[src/rtl/cngh_pkg.sv]
`timescale 1ns / 1ps

package cngh_pkg;

    // Window and field widths.
    localparam int MAX_WINDOW   = 8;
    localparam int WIN_IDX_W    = $clog2(MAX_WINDOW);
    localparam int BYTE_W       = 8;
    localparam int LEN_W        = 4;
    localparam int BUCKET_W     = 17;
    localparam int INDEX_W      = 16;
    localparam int OUT_TDATA_W  = 24;
    localparam int OUT_PAD_W    = OUT_TDATA_W - INDEX_W - 1 - LEN_W;

    // Bucket count limit used when the register holds zero or too large a value.
    localparam int BUCKET_LIMIT = 65536;

    // Hash arithmetic: the base-31 sum of eight bytes fits in 43 bits, and
    // the running power of 31 (up to 31 to the eighth) fits in 40 bits.
    localparam int BASE_INDEX   = 31;
    localparam int HASH_W       = 43;
    localparam int POW_W        = 40;

    // Remainder unit: a few quotient bits per cycle.
    localparam int RADIX_BITS   = 4;
    localparam int DIV_W        = ((HASH_W + RADIX_BITS - 1) / RADIX_BITS) * RADIX_BITS;
    localparam int DIV_STEPS    = DIV_W / RADIX_BITS;
    localparam int DIV_CNT_W    = $clog2(DIV_STEPS + 1);

    localparam logic [BYTE_W-1:0] PAD_BYTE = 8'h20;

    // Configuration port.
    localparam int CFG_IDX_W  = 2;
    localparam int CFG_DATA_W = BUCKET_W;
    localparam logic [CFG_IDX_W-1:0] REG_MIN_LEN = 2'd0;
    localparam logic [CFG_IDX_W-1:0] REG_MAX_LEN = 2'd1;
    localparam logic [CFG_IDX_W-1:0] REG_BUCKETS = 2'd2;

    localparam logic [LEN_W-1:0]    MIN_LEN_RESET = 4'd2;
    localparam logic [LEN_W-1:0]    MAX_LEN_RESET = 4'd5;
    localparam logic [BUCKET_W-1:0] BUCKETS_RESET = 17'd4096;

    // Controls for the shared hash accumulator.
    typedef struct packed {
        logic clear;
        logic mul_en;
        logic add_en;
    } hash_ctrl_t;

endpackage

[src/rtl/cngh_hash_unit.sv]
`timescale 1ns / 1ps

// Shared multiply-accumulate unit that builds the base-31 hash one byte at a
// time, oldest byte weighted highest, plus the parity of the base-131 hash.
module cngh_hash_unit
    import cngh_pkg::*;
(
    input  logic              clk,
    input  logic              rst_n,
    input  hash_ctrl_t        ctrl,
    input  logic [BYTE_W-1:0] byte_in,
    output logic [HASH_W-1:0] hash,
    output logic              parity
);

    logic [POW_W-1:0]        pow_reg;
    logic [POW_W-1:0]        pow_next;
    logic [HASH_W-1:0]       acc_reg;
    logic [HASH_W-1:0]       prod_reg;
    logic                    par_reg;
    logic [BYTE_W+POW_W-1:0] prod_full;

    // Byte times the current power of 31, then the next power.
    assign prod_full = byte_in * pow_reg;
    assign pow_next  = pow_reg * POW_W'(BASE_INDEX);

    // The product is registered before it is added in.
    always_ff @(posedge clk)
    begin
        if (ctrl.mul_en)
        begin
            prod_reg <= prod_full[HASH_W-1:0];
        end
    end

    // Accumulator, power and parity.  Since 131 is odd, the parity of the
    // base-131 hash is the XOR of the bytes' low bits.
    always_ff @(posedge clk or negedge rst_n)
    begin
        if (!rst_n)
        begin
            pow_reg <= POW_W'(1);
            acc_reg <= '0;
            par_reg <= 1'b0;
        end
        else if (ctrl.clear)
        begin
            pow_reg <= POW_W'(1);
            acc_reg <= '0;
            par_reg <= 1'b0;
        end
        else
        begin
            if (ctrl.mul_en)
            begin
                par_reg <= par_reg ^ byte_in[0];
            end
            if (ctrl.add_en)
            begin
                acc_reg <= acc_reg + prod_reg;
                pow_reg <= pow_next;
            end
        end
    end

    assign hash   = acc_reg;
    assign parity = par_reg;

endmodule

[src/rtl/cngh_mod_unit.sv]
`timescale 1ns / 1ps

// Restoring remainder unit: RADIX_BITS dividend bits per cycle, MSB first.
module cngh_mod_unit
    import cngh_pkg::*;
(
    input  logic                clk,
    input  logic                rst_n,
    input  logic                start,
    input  logic [HASH_W-1:0]   dividend,
    input  logic [BUCKET_W-1:0] divisor,
    output logic                done,
    output logic [INDEX_W-1:0]  remainder
);

    logic [DIV_W-1:0]     shift_reg;
    logic [DIV_W-1:0]     shift_step;
    logic [BUCKET_W-1:0]  rem_reg;
    logic [BUCKET_W-1:0]  rem_step;
    logic [BUCKET_W:0]    trial;
    logic [DIV_CNT_W-1:0] cnt_reg;
    logic                 busy_reg;
    logic                 done_reg;

    // Several shift-compare-subtract steps; the partial remainder stays below
    // the divisor, so each trial value stays below twice the divisor.
    always_comb
    begin
        rem_step   = rem_reg;
        shift_step = shift_reg;
        trial      = '0;
        for (int j = 0; j < RADIX_BITS; j++)
        begin
            trial      = {rem_step, shift_step[DIV_W-1]};
            shift_step = shift_step << 1;
            if (trial >= {1'b0, divisor})
            begin
                trial = trial - {1'b0, divisor};
            end
            rem_step = trial[BUCKET_W-1:0];
        end
    end

    // Dividend and partial remainder.
    always_ff @(posedge clk)
    begin
        if (start)
        begin
            shift_reg <= DIV_W'(dividend);
            rem_reg   <= '0;
        end
        else if (busy_reg)
        begin
            shift_reg <= shift_step;
            rem_reg   <= rem_step;
        end
    end

    // Step counter and completion pulse.
    always_ff @(posedge clk or negedge rst_n)
    begin
        if (!rst_n)
        begin
            busy_reg <= 1'b0;
            done_reg <= 1'b0;
            cnt_reg  <= '0;
        end
        else
        begin
            done_reg <= 1'b0;
            if (start)
            begin
                busy_reg <= 1'b1;
                cnt_reg  <= DIV_CNT_W'(DIV_STEPS);
            end
            else if (busy_reg)
            begin
                cnt_reg <= cnt_reg - DIV_CNT_W'(1);
                if (cnt_reg == DIV_CNT_W'(1))
                begin
                    busy_reg <= 1'b0;
                    done_reg <= 1'b1;
                end
            end
        end
    end

    assign done      = done_reg;
    assign remainder = rem_reg[INDEX_W-1:0];

endmodule

[src/rtl/char_ngram_feature_hasher.sv]
`timescale 1ns / 1ps

// Channel   Dir  Word                                              Marker
// s_axis    in   tdata[7:0] char_code                              tlast = last_char
// m_axis    out  tdata[15:0] bucket_index, [16] sign_negative,     tlast = last_of_run
//                [20:17] gram_length, [23:21] zero
// cfg       in   cfg_we, cfg_index (0 min, 1 max, 2 buckets), cfg_data
//
// Each n-gram length is stepped through a multiply state and an add state in
// the shared multiply-accumulate unit; each result then takes a load, 11 steps
// in the remainder unit (4 bits a cycle over a 44-bit dividend) and its done
// flag, then is handed to the output register. The remainder unit sets the
// rate at which words are taken. One byte is worked on at a time; the next
// word is taken while the final result still waits in the output register.
// A stalled output holds the sequencer at its next result. Reset is
// asynchronous and leaves the window full of spaces and the registers at
// their defaults.
module char_ngram_feature_hasher
    import cngh_pkg::*;
(
    input  logic                   clk,
    input  logic                   rst_n,
    input  logic                   s_axis_tvalid,
    output logic                   s_axis_tready,
    input  logic [BYTE_W-1:0]      s_axis_tdata,   // [7:0] char_code
    input  logic                   s_axis_tlast,
    output logic                   m_axis_tvalid,
    input  logic                   m_axis_tready,
    output logic [OUT_TDATA_W-1:0] m_axis_tdata,   // bucket_index, sign_negative, gram_length
    output logic                   m_axis_tlast,
    input  logic                   cfg_we,
    input  logic [CFG_IDX_W-1:0]   cfg_index,
    input  logic [CFG_DATA_W-1:0]  cfg_data
);

    localparam logic [2:0] ST_IDLE = 3'd0;
    localparam logic [2:0] ST_MUL  = 3'd1;
    localparam logic [2:0] ST_ADD  = 3'd2;
    localparam logic [2:0] ST_LOAD = 3'd3;
    localparam logic [2:0] ST_DIV  = 3'd4;
    localparam logic [2:0] ST_OUT  = 3'd5;

    logic [LEN_W-1:0]    min_len_reg;
    logic [LEN_W-1:0]    max_len_reg;
    logic [BUCKET_W-1:0] buckets_reg;

    logic [LEN_W-1:0]    lo_eff;
    logic [LEN_W-1:0]    hi_eff;
    logic [BUCKET_W-1:0] div_eff;
    logic                gram_empty;

    logic [2:0]          state_reg,  state_next;
    logic [LEN_W-1:0]    lo_reg,     lo_next;
    logic [LEN_W-1:0]    hi_reg,     hi_next;
    logic [BUCKET_W-1:0] div_reg,    div_next;
    logic                last_reg,   last_next;
    logic [LEN_W-1:0]    n_reg,      n_next;
    logic [LEN_W-1:0]    k_reg,      k_next;

    logic [BYTE_W-1:0]   win_reg [MAX_WINDOW];
    logic                win_shift_en;
    logic                win_fill_pad;
    logic [BYTE_W-1:0]   win_byte;
    logic [LEN_W-1:0]    n_minus1;
    logic [WIN_IDX_W-1:0] win_idx;

    hash_ctrl_t          hash_ctrl;
    logic [HASH_W-1:0]   hash;
    logic                parity;
    logic                mod_start;
    logic                mod_done;
    logic [INDEX_W-1:0]  remainder;

    logic                out_load;
    logic                out_last;
    logic                out_valid_reg;
    logic [INDEX_W-1:0]  out_index_reg;
    logic                out_sign_reg;
    logic [LEN_W-1:0]    out_len_reg;
    logic                out_last_reg;

    // Configuration registers.
    always_ff @(posedge clk or negedge rst_n)
    begin
        if (!rst_n)
        begin
            min_len_reg <= MIN_LEN_RESET;
            max_len_reg <= MAX_LEN_RESET;
            buckets_reg <= BUCKETS_RESET;
        end
        else if (cfg_we)
        begin
            case (cfg_index)
                REG_MIN_LEN: min_len_reg <= cfg_data[LEN_W-1:0];
                REG_MAX_LEN: max_len_reg <= cfg_data[LEN_W-1:0];
                REG_BUCKETS: buckets_reg <= cfg_data[BUCKET_W-1:0];
                default:     ;
            endcase
        end
    end

    // Effective length range and divisor after clamping.
    assign lo_eff     = (min_len_reg == '0) ? LEN_W'(1) : min_len_reg;
    assign hi_eff     = (max_len_reg > LEN_W'(MAX_WINDOW)) ? LEN_W'(MAX_WINDOW) : max_len_reg;
    assign div_eff    = (buckets_reg == '0 || buckets_reg > BUCKET_W'(BUCKET_LIMIT))
                        ? BUCKET_W'(BUCKET_LIMIT) : buckets_reg;
    assign gram_empty = lo_eff > hi_eff;

    // The result ending a pass is the last of the run unless more trailing
    // padded passes follow.
    assign out_last = (n_reg == hi_reg) && (!last_reg || k_reg == hi_reg - LEN_W'(1));

    // Sequencer.
    always_comb
    begin
        state_next   = state_reg;
        lo_next      = lo_reg;
        hi_next      = hi_reg;
        div_next     = div_reg;
        last_next    = last_reg;
        n_next       = n_reg;
        k_next       = k_reg;
        hash_ctrl    = '0;
        mod_start    = 1'b0;
        win_shift_en = 1'b0;
        win_fill_pad = 1'b0;
        win_byte     = PAD_BYTE;
        out_load     = 1'b0;
        case (state_reg)
            ST_IDLE:
            begin
                if (s_axis_tvalid)
                begin
                    lo_next         = lo_eff;
                    hi_next         = hi_eff;
                    div_next        = div_eff;
                    last_next       = s_axis_tlast;
                    n_next          = LEN_W'(1);
                    k_next          = '0;
                    hash_ctrl.clear = 1'b1;
                    if (gram_empty && s_axis_tlast)
                    begin
                        win_fill_pad = 1'b1;
                    end
                    else
                    begin
                        win_shift_en = 1'b1;
                        win_byte     = s_axis_tdata;
                    end
                    if (!gram_empty)
                    begin
                        state_next = ST_MUL;
                    end
                end
            end
            ST_MUL:
            begin
                hash_ctrl.mul_en = 1'b1;
                state_next       = ST_ADD;
            end
            ST_ADD:
            begin
                hash_ctrl.add_en = 1'b1;
                if (n_reg > k_reg && n_reg >= lo_reg)
                begin
                    state_next = ST_LOAD;
                end
                else
                begin
                    n_next     = n_reg + LEN_W'(1);
                    state_next = ST_MUL;
                end
            end
            ST_LOAD:
            begin
                mod_start  = 1'b1;
                state_next = ST_DIV;
            end
            ST_DIV:
            begin
                if (mod_done)
                begin
                    state_next = ST_OUT;
                end
            end
            ST_OUT:
            begin
                if (!out_valid_reg || m_axis_tready)
                begin
                    out_load = 1'b1;
                    if (n_reg == hi_reg)
                    begin
                        if (last_reg && k_reg < hi_reg - LEN_W'(1))
                        begin
                            // Shift in one more trailing space and start over.
                            win_shift_en    = 1'b1;
                            k_next          = k_reg + LEN_W'(1);
                            n_next          = LEN_W'(1);
                            hash_ctrl.clear = 1'b1;
                            state_next      = ST_MUL;
                        end
                        else
                        begin
                            win_fill_pad = last_reg;
                            state_next   = ST_IDLE;
                        end
                    end
                    else
                    begin
                        n_next     = n_reg + LEN_W'(1);
                        state_next = ST_MUL;
                    end
                end
            end
            default:
            begin
                state_next = ST_IDLE;
            end
        endcase
    end

    always_ff @(posedge clk or negedge rst_n)
    begin
        if (!rst_n)
        begin
            state_reg <= ST_IDLE;
            lo_reg    <= '0;
            hi_reg    <= '0;
            div_reg   <= '0;
            last_reg  <= 1'b0;
            n_reg     <= '0;
            k_reg     <= '0;
        end
        else
        begin
            state_reg <= state_next;
            lo_reg    <= lo_next;
            hi_reg    <= hi_next;
            div_reg   <= div_next;
            last_reg  <= last_next;
            n_reg     <= n_next;
            k_reg     <= k_next;
        end
    end

    // Byte window, newest byte in entry zero.
    always_ff @(posedge clk or negedge rst_n)
    begin
        if (!rst_n)
        begin
            for (int i = 0; i < MAX_WINDOW; i++)
            begin
                win_reg[i] <= PAD_BYTE;
            end
        end
        else if (win_fill_pad)
        begin
            for (int i = 0; i < MAX_WINDOW; i++)
            begin
                win_reg[i] <= PAD_BYTE;
            end
        end
        else if (win_shift_en)
        begin
            for (int i = MAX_WINDOW - 1; i > 0; i--)
            begin
                win_reg[i] <= win_reg[i-1];
            end
            win_reg[0] <= win_byte;
        end
    end

    assign n_minus1 = n_reg - LEN_W'(1);
    assign win_idx  = n_minus1[WIN_IDX_W-1:0];

    cngh_hash_unit u_hash
    (
        .clk     (clk),
        .rst_n   (rst_n),
        .ctrl    (hash_ctrl),
        .byte_in (win_reg[win_idx]),
        .hash    (hash),
        .parity  (parity)
    );

    cngh_mod_unit u_mod
    (
        .clk       (clk),
        .rst_n     (rst_n),
        .start     (mod_start),
        .dividend  (hash),
        .divisor   (div_reg),
        .done      (mod_done),
        .remainder (remainder)
    );

    // Output register.
    always_ff @(posedge clk or negedge rst_n)
    begin
        if (!rst_n)
        begin
            out_valid_reg <= 1'b0;
        end
        else if (out_load)
        begin
            out_valid_reg <= 1'b1;
        end
        else if (m_axis_tready)
        begin
            out_valid_reg <= 1'b0;
        end
    end

    always_ff @(posedge clk)
    begin
        if (out_load)
        begin
            out_index_reg <= remainder;
            out_sign_reg  <= parity;
            out_len_reg   <= n_reg;
            out_last_reg  <= out_last;
        end
    end

    assign s_axis_tready = (state_reg == ST_IDLE);
    assign m_axis_tvalid = out_valid_reg;
    assign m_axis_tdata  = {OUT_PAD_W'(0), out_len_reg, out_sign_reg, out_index_reg};
    assign m_axis_tlast  = out_last_reg;

endmodule

[config.mk]
export PLATFORM = sky130hd
export DESIGN_NAME = char_ngram_feature_hasher
export DESIGN_NICKNAME = d
export VERILOG_FILES = /design/src/rtl/cngh_pkg.sv /design/src/rtl/cngh_hash_unit.sv /design/src/rtl/cngh_mod_unit.sv /design/src/rtl/char_ngram_feature_hasher.sv
export SDC_FILE = /design/constraint.sdc
export NUM_CORES = 2
export LEC_CHECK = 0
export ABC_AREA = 1
export BUFFER_PORTS_ARGS = -buffer_cell sky130_fd_sc_hd__buf_2
export CORE_UTILIZATION = 40
export DETAILED_ROUTE_END_ITERATION = 8
export SETUP_SLACK_MARGIN = 0.05
export SLEW_MARGIN = 20
export SYNTH_ARGS = -nofsm -noshare
export SYNTH_HDL_FRONTEND = slang
export SYNTH_HIERARCHICAL = 1
export SYNTH_SLANG_ARGS = --single-unit
export TNS_END_PERCENT = 30
[constraint.sdc]
create_clock -name clk -period 9.6 [get_ports clk]
set_input_delay 1.44 -clock clk [delete_from_list [all_inputs] [get_ports clk]]
set_output_delay 1.44 -clock clk [all_outputs]
set_load 0.01 [all_outputs]
* Word-level counts from Yosys, hierarchy flattened
Index checks and enable logic that the tools add are counted.
Cells by class: add/sub/neg operators 10, multipliers 2, order comparisons 11, eq/ne operators 18, multiplexer cells 71, bitwise logic cells 2, reductions and logical operators 27
Operator list (number):
- 43-bit 2-to-1 mux | 4
- 64-bit 2-to-1 mux | 2
- 17-bit 2-to-1 mux | 5
- 40-bit 2-to-1 mux | 2
- 18-bit by 17-bit >= comparator with 1-bit output | 4
- 17-bit subtractor | 4
- 4-bit 2-to-1 mux | 13
- 43-bit adder | 1
- 8-bit by 40-bit multiplier with 43-bit output | 1
- 40-bit by 5-bit multiplier with 40-bit output, second input constant | 1
- 8-bit 2-to-1 mux | 5
- 1-bit 2-to-1 mux | 27
- 8-bit binary-select mux with 3-bit select | 1
- 3-bit one-hot mux with 6 select lines | 1
- 17-bit greater-than comparator, second input constant | 1
- 17-bit logical NOT | 1
- 3-bit 2-to-1 mux | 5
- 2-bit inequality test, second input constant | 6
- 4-bit one-hot mux with 3 select lines | 1
- 2-bit nonzero test | 6
- 5-bit AND reduction | 2
- 4-bit by 1-bit adder with 4-bit output, second input constant | 2
- 4-bit == test | 2
- 4-bit greater-than comparator | 2
- 28 further kinds | 42
Word-level totals: register bits after elaboration 343, input port bits 33, word-level logic and storage cells 174

* Depth between registers and ports, before layout
word-level depth 9, depth in mapped cells 61

* Hierarchy
Netlist, hierarchy kept.
Modules (own cells, without submodules):
- cngh_hash_unit | instances 1, cells an instance 3451, area each 23557.6 µm², seq. area each 3394.5 µm²
- cngh_mod_unit | instances 1, cells an instance 1132, area each 7428.4 µm², seq. area each 1801.7 µm²
- char_ngram_feature_hasher | instances 1, cells an instance 805, area each 7024.2 µm², seq. area each 3853.7 µm²

* Least setup slack after synthesis
Ideal clock, no wire load.
path type flip-flop to flip-flop, from register div_reg[0], to register u_mod.rem_reg[15], arrival time 7255 ps, required time 9486 ps, slack 2231 ps, cell stages (with the launch flop) 57, path buffers 4, clock period less this slack 7369 ps, path through dfrtp_1 ha_1 inv_1 fa_1 nand3_1 nand3_1 nand2_2 nand2_4 clkbuf_1 or2_2 nand2_1 inv_1 ha_1 nand2_1 inv_1 nand2_1 nand3_2 nand2_1 [21 not listed] nand2_1 nand2_1 inv_1 ha_1 nand2_1 nand2_1 a21oi_1 o21ai_1 nand3_1 nand2_1 nand3_1 nand3_1 a21oi_1 a21boi_4 buf_4 nand3_1 nand3_1 nand2_1
Between the ends: longest elaborated chain between the ends 8, elaborated cells on any way between the ends 12, those cells by class add/sub: 4; order compare: 4; mux: 4
Ends and longest elaborated chain:
- start: declaration | line char_ngram_feature_hasher.sv:55 | logic [BUCKET_W-1:0] div_reg, div_next;
- start signal: assignment | line char_ngram_feature_hasher.sv:239 | div_reg <= div_next;
- 17-bit subtractor / 18-bit by 17-bit >= comparator with 1-bit output (equally long branches) | line cngh_mod_unit.sv:38, cngh_mod_unit.sv:36
- 17-bit 2-to-1 mux | line cngh_mod_unit.sv:36 | if (trial >= {1'b0, divisor})
- 17-bit subtractor / 18-bit by 17-bit >= comparator with 1-bit output (equally long branches) | line cngh_mod_unit.sv:38, cngh_mod_unit.sv:36
- 17-bit 2-to-1 mux | line cngh_mod_unit.sv:36
- 17-bit subtractor / 18-bit by 17-bit >= comparator with 1-bit output (equally long branches) | line cngh_mod_unit.sv:38, cngh_mod_unit.sv:36
- 17-bit 2-to-1 mux | line cngh_mod_unit.sv:36
- 17-bit subtractor / 18-bit by 17-bit >= comparator with 1-bit output (equally long branches) | line cngh_mod_unit.sv:38, cngh_mod_unit.sv:36
- 17-bit 2-to-1 mux (*) | line cngh_mod_unit.sv:36
- end signal: assignment | line cngh_mod_unit.sv:55 | rem_reg <= rem_step;
- end: declaration | line cngh_mod_unit.sv:18 | logic [BUCKET_W-1:0] rem_reg;
Every way passes the cells marked *; elsewhere a longest branch is shown, timed or not. A chain may end at the register's enable or synchronous reset.

* Final worst setup path
from register div_reg[11], to register u_mod.rem_reg[12]
Between the ends: longest elaborated chain between the ends 8, elaborated cells on any way between the ends 12, those cells by class add/sub: 4; order compare: 4; mux: 4
Ends and longest elaborated chain (line):
- 17-bit subtractor / 18-bit by 17-bit >= comparator with 1-bit output (equally long branches) | cngh_mod_unit.sv:38, cngh_mod_unit.sv:36
- 17-bit 2-to-1 mux | cngh_mod_unit.sv:36
- 17-bit subtractor / 18-bit by 17-bit >= comparator with 1-bit output (equally long branches) | cngh_mod_unit.sv:38, cngh_mod_unit.sv:36
- 17-bit 2-to-1 mux | cngh_mod_unit.sv:36
- 18-bit by 17-bit >= comparator with 1-bit output / 17-bit subtractor (equally long branches) | cngh_mod_unit.sv:36, cngh_mod_unit.sv:38
- 17-bit 2-to-1 mux | cngh_mod_unit.sv:36
- 17-bit subtractor / 18-bit by 17-bit >= comparator with 1-bit output (equally long branches) | cngh_mod_unit.sv:38, cngh_mod_unit.sv:36
- 17-bit 2-to-1 mux (*) | cngh_mod_unit.sv:36
Marks and branches as above.

==> impl_metrics.toml <==
[global_route]
first_global_vias = 32529
grt.overflow.total = 0
track_usage_pct = 23.5
first_pass_grt_wire_length_mm = 178
initial_antenna_violation_count = 0
largest_net_degree_at_the_start_of_global_routing = 76

[worst_setup_path]
critPathCaptureType = "flop"
worst-path-max-fanout = 31
rr_worst_depth = 52
timing.critical_path.from_type = "flop"
arrival_ns = 9.07
crit_top_cell = "sky130_fd_sc_hd__nand2_1"
cp.required_ns = 10.11
critPathMaxStageDelay_ns = 0.41
critPathSlowestCell = "sky130_fd_sc_hd__fa_1"
critical_path_class = "reg2reg"

[routing]
route.detailed.vias_per_inst = 4.91
routed-wl-met2_mm = 51.5
detailroute.via_count = 32637
antenna_violating_nets_post_route = 0
drt_pre_antenna_iters = 6
detail_route.iter0.violations = 2162
avgRoutedWirePerCell_um = 16.5
dr.max_layer_used = "met4"
met1Wirelength_mm = 50.3
met3WireLength_mm = 4.89
routed_wirelength_mm = 109
number_of_remaining_drc_errors = 0

[sta]
timing.max_slew.rel_slack_pct = 31.9
fin_crit_sh_pct = 89.1
fin_skew_ns = 0.0542
final_slew_viol_count = 0
setup_slack_ns = 1.04
timing.final.crit_period_ns = 8.56
tightest_slew_ns = 1.02
final_setup_violations = 0
grt_setup_unrepaired = "false"
max_clk_rate_mhz = 117
hold_violations = 0
finalSetupTns_ns = 0

[logic_synthesis]
synth-seq-cells = 343
post_synthesis_cell_area_um2 = 38000
synth.avg_cell_area_um2 = 7.05
synthArstFlopShare_pct = 63.3
synth_sequential_area_ratio_pct = 23.8
synth-edff-count = 108
yosys_warnings = 6
yosys_most_used_dff = "sky130_fd_sc_hd__dfrtp_1"
post_synth_inst_count = 5388
yosysUniqueCellTypes = 70

[power]
total_power_mw = 4.37
total_leakage_power_nw = 23.3
power.density_cell_area_nw_per_um2 = 107
worst_supply_voltage_drop_on_vdd_mv = 0.143

[layout]
num-fill-cells = 9701
final_std_cells_w_o_fill = 6646
diodes = 0
final_net_count = 5944
areaGrowthSynthToFinish_pct = 7.71
drive_above_1_share_pct = 6.31
post-route-cell-area_um2 = 40900
largest_register_ff_count = 64

[placement]
dpl_cell_area_um2 = 39400
detailed_place_hpwl_mm = 85.6
port_buffers = 56
placer_s_final_routability_congestion_estimate = 0.934
numPlacedInstances = 6563
placement.setup.worst_slack_ns = 0.961

[clocking]
insertion_delay_ns = 0.62
cts-root-buf = "sky130_fd_sc_hd__clkbuf_16"
cts.sink_count = 343
cts_max_path_buffers = 3
cts-resized-gates = 0
ctsHtreeMaxLevel = 2
tritoncts.num_buffers = 44
cts_hold_buffers = 0
tritoncts = "built"
clkSlewWorstSetupHoldPaths_ns = 0.06

[floorplan]
core-area_um2 = 93700
fp-row-count = 112
floorplan.die.height_um = 310
start_util_pct = 40.5
die-area_um2 = 96300
die_boundary_width_um = 310
pin_count = 60

[outcome]
status = "complete, no violations"

[flow_run]
maxCapViolations = 0

[min_path]
hold_path_depth = 2
min-delay-path-class = "reg2reg"
## metal layers
metal | vias up | track usage [%]
li1 | 16324 | -
met1 | 15457 | 31.9
met2 | 714 | 39.8
met3 | 142 | 2.28
met4 | 0 | 6.31
met5 | - | 0
## critical path, delay by kind of cell, from the launching register on
family | cells | cell delay [ns]
compound gates | 11 | 2.47
buf+inv | 5 | 0.71
fa+ha+maj | 4 | 1.47
simple gates | 32 | 3.38
flops | 1 | 0.38
## layout make-up
cell class | instances | area [um2] | area share, %
timing repair buffer | 87 | 536 | 1.31
multi-input combinational | 3852 | 24400 | 59.6
clock buffer | 54 | 1170 | 2.85
sequential | 343 | 9050 | 22.1
inverter | 1028 | 3860 | 9.43
clock inverter | 28 | 345 | 0.844
tap | 1254 | 1570 | 3.83
## path summary, 6_finish.rpt
kind / slack [ns] / endpoint / from
worst max-delay path: 1.04 / u_mod/rem_reg[12] / div_reg[11]
worst min-delay path: 0.47 / win_reg[1] / win_reg[1]
worst max register to register: 1.04 / u_mod/rem_reg[12] / div_reg[11]
worst min register to register: 0.47 / win_reg[1] / win_reg[1]
max in group asynchronous: 6.92 / div_reg[15] / rst_n
min in group asynchronous: 0.77 / u_hash/hash[28] / rst_n
## cell usage in the layout, fill, tap and decap left out, types with 15 or more instances in the layout
| cell | Yosys | layout |
|---|---|---|
| sky130_fd_sc_hd__ha_1 | 224 | 224 |
| sky130_fd_sc_hd__o21ai_1 | 34 | 32 |
| sky130_fd_sc_hd__buf_4 | 32 | 30 |
| sky130_fd_sc_hd__inv_1 | 1001 | 1000 |
| sky130_fd_sc_hd__nand2_1 | 1964 | 1964 |
| sky130_fd_sc_hd__inv_2 | 21 | 22 |
| sky130_fd_sc_hd__dfxtp_1 | 18 | 18 |
| sky130_fd_sc_hd__clkbuf_16 | 0 | 44 |
| sky130_fd_sc_hd__nand3b_1 | 23 | 23 |
| sky130_fd_sc_hd__nor2_1 | 316 | 311 |
| sky130_fd_sc_hd__edfxtp_1 | 108 | 108 |
| sky130_fd_sc_hd__nand3_1 | 246 | 246 |
| sky130_fd_sc_hd__xor2_1 | 59 | 58 |
| sky130_fd_sc_hd__o32ai_1 | 16 | 16 |
| sky130_fd_sc_hd__fa_1 | 331 | 331 |
| sky130_fd_sc_hd__nor2_2 | 23 | 25 |
| sky130_fd_sc_hd__buf_2 | 21 | 55 |
| sky130_fd_sc_hd__or2_2 | 15 | 15 |
| sky130_fd_sc_hd__o21ai_0 | 139 | 133 |
| sky130_fd_sc_hd__nand2_2 | 25 | 25 |
| sky130_fd_sc_hd__nand4_1 | 38 | 38 |
| sky130_fd_sc_hd__dfrtp_1 | 204 | 204 |
| sky130_fd_sc_hd__a21oi_1 | 189 | 189 |
| sky130_fd_sc_hd__xnor2_1 | 45 | 45 |
| sky130_fd_sc_hd__nor3_1 | 21 | 20 |
## cell usage after synthesis (11+ instances only)
cell type | instances | area [um2]
sky130_fd_sc_hd__nand2_2 | 25 | 156
sky130_fd_sc_hd__nand4_1 | 38 | 238
sky130_fd_sc_hd__nand3b_1 | 23 | 173
sky130_fd_sc_hd__dfstp_2 | 13 | 342
sky130_fd_sc_hd__inv_1 | 1001 | 3760
sky130_fd_sc_hd__buf_4 | 32 | 240
sky130_fd_sc_hd__nor2_1 | 316 | 1190
sky130_fd_sc_hd__inv_2 | 21 | 78.8
sky130_fd_sc_hd__nand3_2 | 11 | 110
sky130_fd_sc_hd__fa_1 | 331 | 6630
sky130_fd_sc_hd__dfxtp_1 | 18 | 360
sky130_fd_sc_hd__edfxtp_1 | 108 | 3240
sky130_fd_sc_hd__or2_2 | 15 | 93.8
sky130_fd_sc_hd__clkbuf_1 | 101 | 379
sky130_fd_sc_hd__xor2_1 | 59 | 517
sky130_fd_sc_hd__buf_2 | 21 | 105
sky130_fd_sc_hd__o32ai_1 | 16 | 140
sky130_fd_sc_hd__mux2_2 | 12 | 135
sky130_fd_sc_hd__a21oi_1 | 189 | 946
sky130_fd_sc_hd__nor2_2 | 23 | 144
sky130_fd_sc_hd__o21bai_1 | 13 | 97.6
sky130_fd_sc_hd__ha_1 | 224 | 2800
sky130_fd_sc_hd__nand3_1 | 246 | 1230
sky130_fd_sc_hd__o21ai_0 | 139 | 696
sky130_fd_sc_hd__dfrtp_1 | 204 | 5100
sky130_fd_sc_hd__nand2_1 | 1964 | 7370
sky130_fd_sc_hd__a31oi_1 | 12 | 75.1
sky130_fd_sc_hd__o21ai_1 | 34 | 170
sky130_fd_sc_hd__nor3_1 | 21 | 105
sky130_fd_sc_hd__xnor2_1 | 45 | 394
## per-stage QoR
stage               utilization [%]  hold slack [ns]
global route                   43.7            0.493
floorplan                         -            0.422
global placement               42.0            0.458
CTS                            43.6            0.474
finish                         43.7            0.471
detailed placement             42.0            0.460
## repair_timing
item | in CTS | in global routing
endpoints found under the setup margin | 0 | 16
endpoints found under the hold margin | 0 | 0
setup buffers | 0 | 1
## where the power goes
part	total, mW	switching (mW)	internal, mW
clock network	1.74	0.741	0.994
registers	1.56	0.0333	1.53
logic	1.07	0.694	0.378
## kinds of logic (layout without fill, tap and decap cells)
logic type	after synthesis	count (layout)	share of synthesized area (%)
XOR/XNOR	104	104	2.40
multiplexers	12	12	0.356
adder cells (fa/ha/maj)	555	555	24.8
buffers and inverters	1195	1197	12.3
other	1	3	0.00987
flip-flops	343	343	23.8
AND/OR/NAND/NOR	2724	2724	29.6
AO/OA/AOI/OAI	454	454	6.76
Power figures use the tool's default switching activity.
